<file path="src/rtl/vsc_pkg.sv">
// ----------------------------------------------------------------------------
// vsc_pkg: shared types and constants of the viewport scroll camera
// Holds the command codes, register map, field widths and the structs that
// travel between the camera datapath, the register file and the top level.
// ----------------------------------------------------------------------------
package vsc_pkg;

  // Fixed-point format of a camera position: 15 integer bits, 16 fraction bits.
  localparam int unsigned FracBits = 16;
  localparam int unsigned PosW     = 15;
  localparam int unsigned FixW     = PosW + FracBits;
  localparam int unsigned DimW     = 16;
  localparam logic [FixW:0] HalfOne = (FixW + 1)'(1) << (FracBits - 1);

  // Configuration port geometry.
  localparam int unsigned AddrW = 5;
  localparam int unsigned DataW = 32;

  // Register reset values.
  localparam logic [DimW-1:0] WorldWidthRst  = 16'd320;
  localparam logic [DimW-1:0] WorldHeightRst = 16'd256;
  localparam logic [DimW-1:0] ViewWidthRst   = 16'd320;
  localparam logic [DimW-1:0] ViewHeightRst  = 16'd256;

  // Command codes carried in the mode field. Code seven is unused.
  typedef enum logic [2:0] {
    ModeRestart  = 3'd0,
    ModeSetInt   = 3'd1,
    ModeMoveInt  = 3'd2,
    ModeCenter   = 3'd3,
    ModeTick     = 3'd4,
    ModeSetFix   = 3'd5,
    ModeMoveFix  = 3'd6
  } vsc_mode_e;

  // Register indexes (word address on the configuration port).
  typedef enum logic [2:0] {
    RegWorldWidth  = 3'd0,
    RegWorldHeight = 3'd1,
    RegViewWidth   = 3'd2,
    RegViewHeight  = 3'd3,
    RegDoubleBuf   = 3'd4
  } vsc_reg_e;

  // Configuration as seen by the datapath.
  typedef struct packed {
    logic [DimW-1:0] world_width;
    logic [DimW-1:0] world_height;
    logic [DimW-1:0] view_width;
    logic [DimW-1:0] view_height;
    logic            double_buffer;
  } vsc_cfg_t;

  // Per-transaction control shared by both axes.
  typedef struct packed {
    logic      advance;
    vsc_mode_e mode;
    logic      sel_q;
    logic      sel_d;
  } vsc_ctrl_t;

  // Per-axis result of one transaction.
  typedef struct packed {
    logic [PosW-1:0] pos;
    logic [DimW-1:0] scroll;
    logic [DimW-1:0] delta;
    logic            moved;
  } vsc_axis_res_t;

endpackage

</file>
<file path="src/rtl/vsc_cfg_regs.sv">
// ----------------------------------------------------------------------------
// vsc_cfg_regs: configuration register file
// APB-style slave holding the world size, view size and double-buffer enable.
// Writes complete in the access phase; reads return the stored values.
// ----------------------------------------------------------------------------
module vsc_cfg_regs (
  input  logic                       clk_i,
  input  logic                       rst_ni,
  input  logic                       psel,
  input  logic                       penable,
  input  logic                       pwrite,
  input  logic [vsc_pkg::AddrW-1:0]  paddr,
  input  logic [vsc_pkg::DataW-1:0]  pwdata,
  output logic [vsc_pkg::DataW-1:0]  prdata,
  output logic                       pready,
  output vsc_pkg::vsc_cfg_t          cfg_o
);
  import vsc_pkg::*;

  vsc_cfg_t cfg_q;
  vsc_reg_e reg_idx;
  logic     wr_en;

  assign pready  = 1'b1;
  assign reg_idx = vsc_reg_e'(paddr[AddrW-1:2]);
  assign wr_en   = psel & penable & pwrite;

  // Register writes; addresses beyond the map are ignored.
  always_ff @(posedge clk_i or negedge rst_ni) begin
    if (!rst_ni) begin
      cfg_q.world_width   <= WorldWidthRst;
      cfg_q.world_height  <= WorldHeightRst;
      cfg_q.view_width    <= ViewWidthRst;
      cfg_q.view_height   <= ViewHeightRst;
      cfg_q.double_buffer <= 1'b0;
    end else if (wr_en) begin
      case (reg_idx)
        RegWorldWidth:  cfg_q.world_width   <= pwdata[DimW-1:0];
        RegWorldHeight: cfg_q.world_height  <= pwdata[DimW-1:0];
        RegViewWidth:   cfg_q.view_width    <= pwdata[DimW-1:0];
        RegViewHeight:  cfg_q.view_height   <= pwdata[DimW-1:0];
        RegDoubleBuf:   cfg_q.double_buffer <= pwdata[0];
        default: ;
      endcase
    end
  end

  // Read data mux.
  always_comb begin
    prdata = '0;
    case (reg_idx)
      RegWorldWidth:  prdata = DataW'(cfg_q.world_width);
      RegWorldHeight: prdata = DataW'(cfg_q.world_height);
      RegViewWidth:   prdata = DataW'(cfg_q.view_width);
      RegViewHeight:  prdata = DataW'(cfg_q.view_height);
      RegDoubleBuf:   prdata = DataW'(cfg_q.double_buffer);
      default:        prdata = '0;
    endcase
  end

  assign cfg_o = cfg_q;

endmodule

</file>
<file path="src/rtl/vsc_axis.sv">
// ----------------------------------------------------------------------------
// vsc_axis: camera state and update logic for one axis
// Keeps the 15.16 position, the position at the last frame tick and the two
// history entries, applies one command per advance and forms the result.
// ----------------------------------------------------------------------------
module vsc_axis (
  input  logic                        clk_i,
  input  logic                        rst_ni,
  input  vsc_pkg::vsc_ctrl_t          ctrl_i,
  input  logic [vsc_pkg::PosW-1:0]    coord_i,
  input  logic signed [15:0]          step_i,
  input  logic signed [31:0]          fixed_i,
  input  logic [vsc_pkg::DimW-1:0]    world_i,
  input  logic [vsc_pkg::DimW-1:0]    view_i,
  output vsc_pkg::vsc_axis_res_t      res_o
);
  import vsc_pkg::*;

  logic [FixW-1:0] pos_q, pos_d;
  logic [FixW-1:0] last_q, last_d;
  logic [PosW-1:0] hist0_q, hist0_d;
  logic [PosW-1:0] hist1_q, hist1_d;

  logic [DimW:0]   max_diff;
  logic [PosW-1:0] max_pos;
  logic [FixW+1:0] add_a, add_b, sum;
  logic [FixW:0]   hi_lim;
  logic [FixW-1:0] clamped;
  logic [DimW-1:0] ctr_diff;
  logic [PosW-1:0] ctr_pos;
  logic [PosW-1:0] hist_sel;
  logic [FixW:0]   round_sum;

  // Upper limit: world minus view, floored at zero and capped at the position range.
  always_comb begin
    max_diff = {1'b0, world_i} - {1'b0, view_i};
    if (max_diff[DimW]) begin
      max_pos = '0;
    end else if (max_diff[DimW-1]) begin
      max_pos = '1;
    end else begin
      max_pos = max_diff[PosW-1:0];
    end
  end

  // Exact add for the move commands (a set passes the value through), then clamp.
  always_comb begin
    add_a = (ctrl_i.mode == ModeSetFix) ? '0 : {2'b00, pos_q};
    if (ctrl_i.mode == ModeMoveInt) begin
      add_b = {step_i[15], step_i, {FracBits{1'b0}}};
    end else begin
      add_b = {fixed_i[31], fixed_i};
    end
    sum    = add_a + add_b;
    hi_lim = {1'b0, max_pos, {FracBits{1'b0}}};
    if (sum[FixW+1]) begin
      clamped = '0;
    end else if (sum[FixW:0] > hi_lim) begin
      clamped = hi_lim[FixW-1:0];
    end else begin
      clamped = sum[FixW-1:0];
    end
  end

  // Centering: coordinate minus half the view, clamped to the limit.
  always_comb begin
    ctr_diff = {1'b0, coord_i} - {1'b0, view_i[DimW-1:1]};
    if (ctr_diff[DimW-1]) begin
      ctr_pos = '0;
    end else if (ctr_diff[PosW-1:0] > max_pos) begin
      ctr_pos = max_pos;
    end else begin
      ctr_pos = ctr_diff[PosW-1:0];
    end
  end

  // Next state for the command in flight.
  always_comb begin
    pos_d   = pos_q;
    last_d  = last_q;
    hist0_d = hist0_q;
    hist1_d = hist1_q;
    if (ctrl_i.advance) begin
      case (ctrl_i.mode)
        ModeRestart: begin
          pos_d   = {coord_i, {FracBits{1'b0}}};
          last_d  = {coord_i, {FracBits{1'b0}}};
          hist0_d = coord_i;
          hist1_d = coord_i;
        end
        ModeSetInt: begin
          pos_d = {coord_i, {FracBits{1'b0}}};
        end
        ModeMoveInt, ModeSetFix, ModeMoveFix: begin
          pos_d = clamped;
        end
        ModeCenter: begin
          pos_d = {ctr_pos, {FracBits{1'b0}}};
        end
        ModeTick: begin
          last_d = pos_q;
          if (ctrl_i.sel_q) begin
            hist1_d = pos_q[FixW-1:FracBits];
          end else begin
            hist0_d = pos_q[FixW-1:FracBits];
          end
        end
        default: ;
      endcase
    end
  end

  always_ff @(posedge clk_i or negedge rst_ni) begin
    if (!rst_ni) begin
      pos_q   <= '0;
      last_q  <= '0;
      hist0_q <= '0;
      hist1_q <= '0;
    end else begin
      pos_q   <= pos_d;
      last_q  <= last_d;
      hist0_q <= hist0_d;
      hist1_q <= hist1_d;
    end
  end

  // Result fields, taken from the state as it stands after the update.
  always_comb begin
    hist_sel     = ctrl_i.sel_d ? hist1_d : hist0_d;
    round_sum    = {1'b0, pos_d} + HalfOne;
    res_o.pos    = pos_d[FixW-1:FracBits];
    res_o.scroll = round_sum[FixW:FracBits];
    res_o.delta  = {1'b0, pos_d[FixW-1:FracBits]} - {1'b0, hist_sel};
    res_o.moved  = (pos_d != last_d) || (pos_d[FixW-1:FracBits] != hist_sel);
  end

endmodule

</file>
<file path="src/rtl/viewport_scroll_camera_unit.sv">
// ----------------------------------------------------------------------------
// viewport_scroll_camera_unit: two-axis scroll camera
// Input register, per-axis update logic and a result register, with the
// configuration register file on an APB-style port.
// ----------------------------------------------------------------------------
// Usage:
//   Commands arrive on the input channel (in_valid_i / in_stall_o) with the
//   mode, coordinates, integer steps and 16.16 values. Each accepted
//   transaction produces exactly one result transaction on the output
//   channel (out_valid_o / out_stall_i) carrying the position, rounded
//   scroll pixel, delta to the selected history entry and the moved flag.
//   out_valid_o rises once a command has passed through the input register and
//   then the result register. Throughput is one transaction per cycle while
//   the receiver does not stall: the camera state is updated as a command
//   leaves the input register, so the next command already sees it.
//   When the receiver stalls, the result register holds its value and the
//   input register keeps one more command before in_stall_o rises.
//   Reset clears all camera state to zero, empties both registers and loads
//   the configuration defaults (320 x 256 world and view, single buffer).
//   Configuration must be written through psel/penable/pwrite only while no
//   command is in flight; the block does not enforce this. pready is always high.
// ----------------------------------------------------------------------------
module viewport_scroll_camera_unit (
  input  logic                       clk_i,
  input  logic                       rst_ni,
  // Configuration port
  input  logic                       psel,
  input  logic                       penable,
  input  logic                       pwrite,
  input  logic [vsc_pkg::AddrW-1:0]  paddr,
  input  logic [vsc_pkg::DataW-1:0]  pwdata,
  output logic [vsc_pkg::DataW-1:0]  prdata,
  output logic                       pready,
  // Command channel
  input  logic                       in_valid_i,
  output logic                       in_stall_o,
  input  logic [2:0]                 mode_i,
  input  logic [vsc_pkg::PosW-1:0]   coord_x_i,
  input  logic [vsc_pkg::PosW-1:0]   coord_y_i,
  input  logic signed [15:0]         step_x_i,
  input  logic signed [15:0]         step_y_i,
  input  logic signed [31:0]         fixed_x_i,
  input  logic signed [31:0]         fixed_y_i,
  // Result channel
  output logic                       out_valid_o,
  input  logic                       out_stall_i,
  output logic [vsc_pkg::PosW-1:0]   pos_x_o,
  output logic [vsc_pkg::PosW-1:0]   pos_y_o,
  output logic [vsc_pkg::DimW-1:0]   scroll_x_o,
  output logic [vsc_pkg::DimW-1:0]   scroll_y_o,
  output logic signed [15:0]         delta_x_o,
  output logic signed [15:0]         delta_y_o,
  output logic                       moved_o
);
  import vsc_pkg::*;

  vsc_cfg_t      cfg;
  vsc_ctrl_t     ctrl;
  vsc_axis_res_t res_x, res_y;

  logic in_valid_q, in_valid_d;
  logic out_valid_q, out_valid_d;
  logic in_accept, advance;
  logic sel_q, sel_d;

  logic [2:0]         mode_q;
  logic [PosW-1:0]    coord_x_q, coord_y_q;
  logic signed [15:0] step_x_q, step_y_q;
  logic signed [31:0] fixed_x_q, fixed_y_q;

  logic [PosW-1:0]    pos_x_q, pos_y_q;
  logic [DimW-1:0]    scroll_x_q, scroll_y_q;
  logic [DimW-1:0]    delta_x_q, delta_y_q;
  logic               moved_q;

  // Configuration registers.
  vsc_cfg_regs u_cfg (
    .clk_i   (clk_i),
    .rst_ni  (rst_ni),
    .psel    (psel),
    .penable (penable),
    .pwrite  (pwrite),
    .paddr   (paddr),
    .pwdata  (pwdata),
    .prdata  (prdata),
    .pready  (pready),
    .cfg_o   (cfg)
  );

  // Handshake: the command moves on whenever the result register is free or drains.
  assign advance     = in_valid_q & (~out_valid_q | ~out_stall_i);
  assign in_stall_o  = in_valid_q & ~advance;
  assign in_accept   = in_valid_i & ~in_stall_o;
  assign in_valid_d  = in_accept | (in_valid_q & ~advance);
  assign out_valid_d = advance | (out_valid_q & out_stall_i);

  always_ff @(posedge clk_i or negedge rst_ni) begin
    if (!rst_ni) begin
      in_valid_q  <= 1'b0;
      out_valid_q <= 1'b0;
      sel_q       <= 1'b0;
    end else begin
      in_valid_q  <= in_valid_d;
      out_valid_q <= out_valid_d;
      sel_q       <= sel_d;
    end
  end

  // Input register.
  always_ff @(posedge clk_i) begin
    if (in_accept) begin
      mode_q    <= mode_i;
      coord_x_q <= coord_x_i;
      coord_y_q <= coord_y_i;
      step_x_q  <= step_x_i;
      step_y_q  <= step_y_i;
      fixed_x_q <= fixed_x_i;
      fixed_y_q <= fixed_y_i;
    end
  end

  // Buffer select: cleared by restart, flipped by a frame tick in double-buffer mode.
  always_comb begin
    sel_d = sel_q;
    if (advance) begin
      case (vsc_mode_e'(mode_q))
        ModeRestart: sel_d = 1'b0;
        ModeTick:    sel_d = sel_q ^ cfg.double_buffer;
        default:     sel_d = sel_q;
      endcase
    end
  end

  assign ctrl.advance = advance;
  assign ctrl.mode    = vsc_mode_e'(mode_q);
  assign ctrl.sel_q   = sel_q;
  assign ctrl.sel_d   = sel_d;

  // Per-axis datapaths.
  vsc_axis u_axis_x (
    .clk_i   (clk_i),
    .rst_ni  (rst_ni),
    .ctrl_i  (ctrl),
    .coord_i (coord_x_q),
    .step_i  (step_x_q),
    .fixed_i (fixed_x_q),
    .world_i (cfg.world_width),
    .view_i  (cfg.view_width),
    .res_o   (res_x)
  );

  vsc_axis u_axis_y (
    .clk_i   (clk_i),
    .rst_ni  (rst_ni),
    .ctrl_i  (ctrl),
    .coord_i (coord_y_q),
    .step_i  (step_y_q),
    .fixed_i (fixed_y_q),
    .world_i (cfg.world_height),
    .view_i  (cfg.view_height),
    .res_o   (res_y)
  );

  // Result register.
  always_ff @(posedge clk_i) begin
    if (advance) begin
      pos_x_q    <= res_x.pos;
      pos_y_q    <= res_y.pos;
      scroll_x_q <= res_x.scroll;
      scroll_y_q <= res_y.scroll;
      delta_x_q  <= res_x.delta;
      delta_y_q  <= res_y.delta;
      moved_q    <= res_x.moved | res_y.moved;
    end
  end

  assign out_valid_o = out_valid_q;
  assign pos_x_o     = pos_x_q;
  assign pos_y_o     = pos_y_q;
  assign scroll_x_o  = scroll_x_q;
  assign scroll_y_o  = scroll_y_q;
  assign delta_x_o   = delta_x_q;
  assign delta_y_o   = delta_y_q;
  assign moved_o     = moved_q;

  // A result that reports no movement has zero deltas on both axes.
  assert property (@(posedge clk_i) disable iff (!rst_ni)
    (out_valid_o && !moved_o) |-> (delta_x_o == '0 && delta_y_o == '0))
    else $error("unmoved result carries a nonzero delta");

  // A restart always leaves the first history entry selected.
  assert property (@(posedge clk_i) disable iff (!rst_ni)
    (advance && ctrl.mode == ModeRestart) |=> !sel_q)
    else $error("buffer select not cleared by restart");

  // Without double buffering a frame tick keeps the buffer select.
  assert property (@(posedge clk_i) disable iff (!rst_ni)
    (advance && ctrl.mode == ModeTick && !cfg.double_buffer) |=> (sel_q == $past(sel_q)))
    else $error("buffer select flipped in single-buffer mode");

  // A command held in the input register is never dropped.
  assert property (@(posedge clk_i) disable iff (!rst_ni)
    (in_valid_q && !advance) |=> in_valid_q)
    else $error("stalled command lost from the input register");

  // The rounded scroll position never exceeds one past the position range.
  assert property (@(posedge clk_i) disable iff (!rst_ni)
    out_valid_o |-> (scroll_x_o <= 16'd32768 && scroll_y_o <= 16'd32768))
    else $error("scroll position out of range");

endmodule

</file>
<file path="config.mk">
export PLATFORM = sky130hd
export DESIGN_NAME = viewport_scroll_camera_unit
export DESIGN_NICKNAME = d
export VERILOG_FILES = /design/src/rtl/vsc_pkg.sv /design/src/rtl/vsc_cfg_regs.sv /design/src/rtl/vsc_axis.sv /design/src/rtl/viewport_scroll_camera_unit.sv
export SDC_FILE = /design/constraint.sdc
export NUM_CORES = 1
export LEC_CHECK = 0
export BUFFER_PORTS_ARGS = -buffer_cell sky130_fd_sc_hd__buf_2
export CORE_AREA = 2 2 231 233
export DETAILED_ROUTE_END_ITERATION = 8
export DIE_AREA = 0 0 233 235
export PLACE_DENSITY = 0.8
export SLEW_MARGIN = 20
export SYNTH_ARGS = -nofsm -noshare
export SYNTH_HDL_FRONTEND = slang
export SYNTH_SLANG_ARGS = --single-unit
</file>
<file path="constraint.sdc">
create_clock -name clk_i -period 15.2 [get_ports clk_i]
set_input_delay 1.52 -clock clk_i [delete_from_list [all_inputs] [get_ports clk_i]]
set_output_delay 1.52 -clock clk_i [all_outputs]
set_load 0.05 [all_outputs]
</file>
==> results.cfg <==
[synth]
yosys.cell_types.count = 118
yosys_warnings = 0
postSynth.asyncResetShare_pct = 52.9
ys_seq_elements = 476
synth.top_cells.by_area = edfxtp_1 22%, dfrtp_1 20%, ha_1 8.6%
synth.avg_cell_area_um2 = 10.2
ys_seq_area_share_pct = 41.8
synth.top_cell.area_share_pct = 21.6
post-synth-top-area-cell = edfxtp_1
synth_ff_type = dfrtp_1
syn_area_um2 = 31200
synth_edf_count = 224
syn-instance-count = 3062

[cts]
cts.repair.resized = 0
worst_skew_pair.late_latency_ns = 0.61
clock-root-buffer = clkbuf_16
cts.path.max_buffers = 3
cts_made_buffers = 50
htreeDepth = 2
post_cts_hold_buffer_count = 0
post_cts_setup_driven_buffer_insertion_count = 0
tritoncts_clock_tree = yes
clock-sinks = 476
clkTransAtPathRegs_ns = 0.06

[sta]
fin_worst_skew_ns = 0.0164
finalMaxSlewViolations = 0
worstMarginPinSlew_ns = 1.21
fin_tns_setup_ns = 0
achievable-frequency_mhz = 81.4
layout_worst_path_cycle_share_pct = 80.9
final-hold-violation-count = 0
grt_setup_unrepaired = no
timing.slew.headroom_pct = 18.3
report.final.setup_viol = 0
worst_hold_slack_ns = 0.492
post-route-min-period_ns = 12.29

[floorplan]
num_io_pins = 303
core_area_um2 = 52200
fp.dieW_um = 233
floorplan.die_area_um2 = 54800
rows = 84
start_util_pct = 59.7
chipHeight_um = 235

[power_and_ir_drop]
total_leakage_power_nw = 15.2
vdd_drop_max_v = 0.000114
power_density_nw_per_um2 = 195

[cells_and_area]
area_growth_syn_to_layout_pct = 11.9
insertedDiodeCount = 0
fin_nets = 3693
layout.cells.most_common = buf_2
layout-drive-gt1-share_pct = 17.1
most_used_cells_in_the_layout_excluding_fill_and_tap_cells = 266 x buf_2, 246 x dfrtp_1, 226 x nand2_1

[global_routing]
via_count_of_the_first_global_routing_pass = 25500
grt_usage_pct = 36.6
grt.overflow.total = 0
grt_first_pass_wirelength_um = 153000
grt_max_degree = 175
grt_antenna_before_repair = 4

[setup_path]
crit_start = mode_q[1]
rr_endpoint = moved_o
start_kind = flip-flop
timing.setup.critical_path_class = flip-flop to flip-flop
critical_path.slowest_cell = a31oi_1
r2r_slack_ns = 2.91
reg2regPathDepth = 40
end_kind = flip-flop
arrival_ns = 12.61
crit_path_max_fanout = 50
cpMostUsedCell = nand4_1
r2r-start = mode_q[1]
setup.worst_path.end = moved_o
critical_path_required_ns = 15.52
crit_path_max_incr_delay_ns = 0.88

[drt]
drt-wirelength-per-cell_um = 25.3
drt_iter0_drc = 2875
route.vias.total = 26300
vias_per_cell = 6.54
routed_wl_um = 102000
final_antenna_net_count = 0
detail_route.drc_violations = 0
drt_pass1_iterations = 8

[placement]
gp_congestion = 0.981
port_buffers = 267
detail_placement_hpwl_um = 76500

[min_path]
worstHoldPathType = flip-flop to flip-flop

[flow_run]
timing.max_cap.violations = 0

[run_status]
run_status = finished clean
==> worst max-delay path: cells and delay by family, from the launching register on <==
| kind | cells | cell delay (ns) |
|---|---|---|
| AO/OA/AOI/OAI | 12 | 3.72 |
| flip-flops | 1 | 0.56 |
| AND/OR/NAND/NOR | 19 | 5.21 |
| buffers and inverters | 4 | 0.91 |
| adder cells (fa/ha/maj) | 4 | 1.25 |
| XOR/XNOR | 1 | 0.33 |
==> layout make-up <==
cell class,instances,area [µm²]
fillers,4023,17300
multi-input cells,2330,17100
flip-flops and latches,476,13000
repair buffers,308,1670
clock buffers,70,1440
well taps,688,861
inverters,132,498
clock inverters,23,262
==> cells in the mapped netlist (all sizes together) (90+ instances only) <==
cell,n
clkbuf,90
edfxtp,224
a21oi,191
inv,132
and2,114
xnor2,123
mux2,94
ha,214
o21ai,192
nor2,157
nand2,229
dfrtp,246
==> flip-flops by register name, summed over array words and instances, names as in the netlist, 16 cells and up <==
signal and cells:
fixed_y_q 32, scroll_x_o 16, fixed_x_q 32, step_y_q 16
scroll_y_o 16, u_axis_x.pos_q 31, u_axis_y.pos_q 31, u_cfg.cfg_o 65
step_x_q 16, u_axis_y.last_q 31, delta_x_o 16, delta_y_o 16
u_axis_x.last_q 31
==> how the worst min path moves through the flow <==
stage | from | to | slack (ns) | cells past startpoint
floorplan | u_axis_x.hist1_q[2] | u_axis_x.hist1_q[2] | 0.43 | 2
global placement | u_axis_x.hist1_q[2] | u_axis_x.hist1_q[2] | 0.44 | 2
detailed placement | u_axis_y.hist1_q[0] | u_axis_y.hist1_q[0] | 0.48 | 1
CTS | u_axis_y.hist1_q[0] | u_axis_y.hist1_q[0] | 0.49 | 1
global route | u_axis_y.hist1_q[0] | u_axis_y.hist1_q[0] | 0.50 | 1
finish | u_axis_x.hist1_q[2] | u_axis_x.hist1_q[2] | 0.49 | 2
==> stage by stage <==
step	cells	util, %	instance area (µm²)	power, mW	worst slack (ns)
finish	4027	66.8	34900	6.79	2.91
CTS	4027	66.8	34900	6.70	3.20
floorplan	3077	-	31200	4.37	5.09
global route	4027	66.8	34900	7.14	2.22
global placement	3934	63.5	33200	5.29	3.44
detailed placement	3934	63.5	33200	5.38	3.31
==> logic make-up (layout without fill, tap and decap cells) <==
family | count (synthesis) | after routing | share of synthesized area (%)
other cells | 2 | 17 | 0.0241
xor+xnor | 196 | 196 | 5.51
buf+inv | 271 | 533 | 3.59
compound gates | 874 | 874 | 19.3
fa+ha+maj | 226 | 226 | 9.23
mux | 177 | 177 | 6.67
simple gates | 840 | 840 | 13.8
flops | 476 | 476 | 41.8
==> layer usage <==
metal	vias up	share of wire (%)	routed length, µm	GRT usage, %
met5	-	0.011	11	0
met4	2	3.3	3310	11.4
li1	11900	-	-	-
met2	1343	44	44700	55.0
met1	12900	43	43700	53.1
met3	187	9.8	9940	7.91
==> power breakdown <==
part           leakage [nW]  switching, mW  total [mW]  internal, mW
Sequential             5.38          0.209        1.89          1.68
Combinational          9.01           2.33        3.62          1.29
Clock                 0.823          0.536        1.29         0.749
No activity file was read; power rests on OpenSTA's default activity.
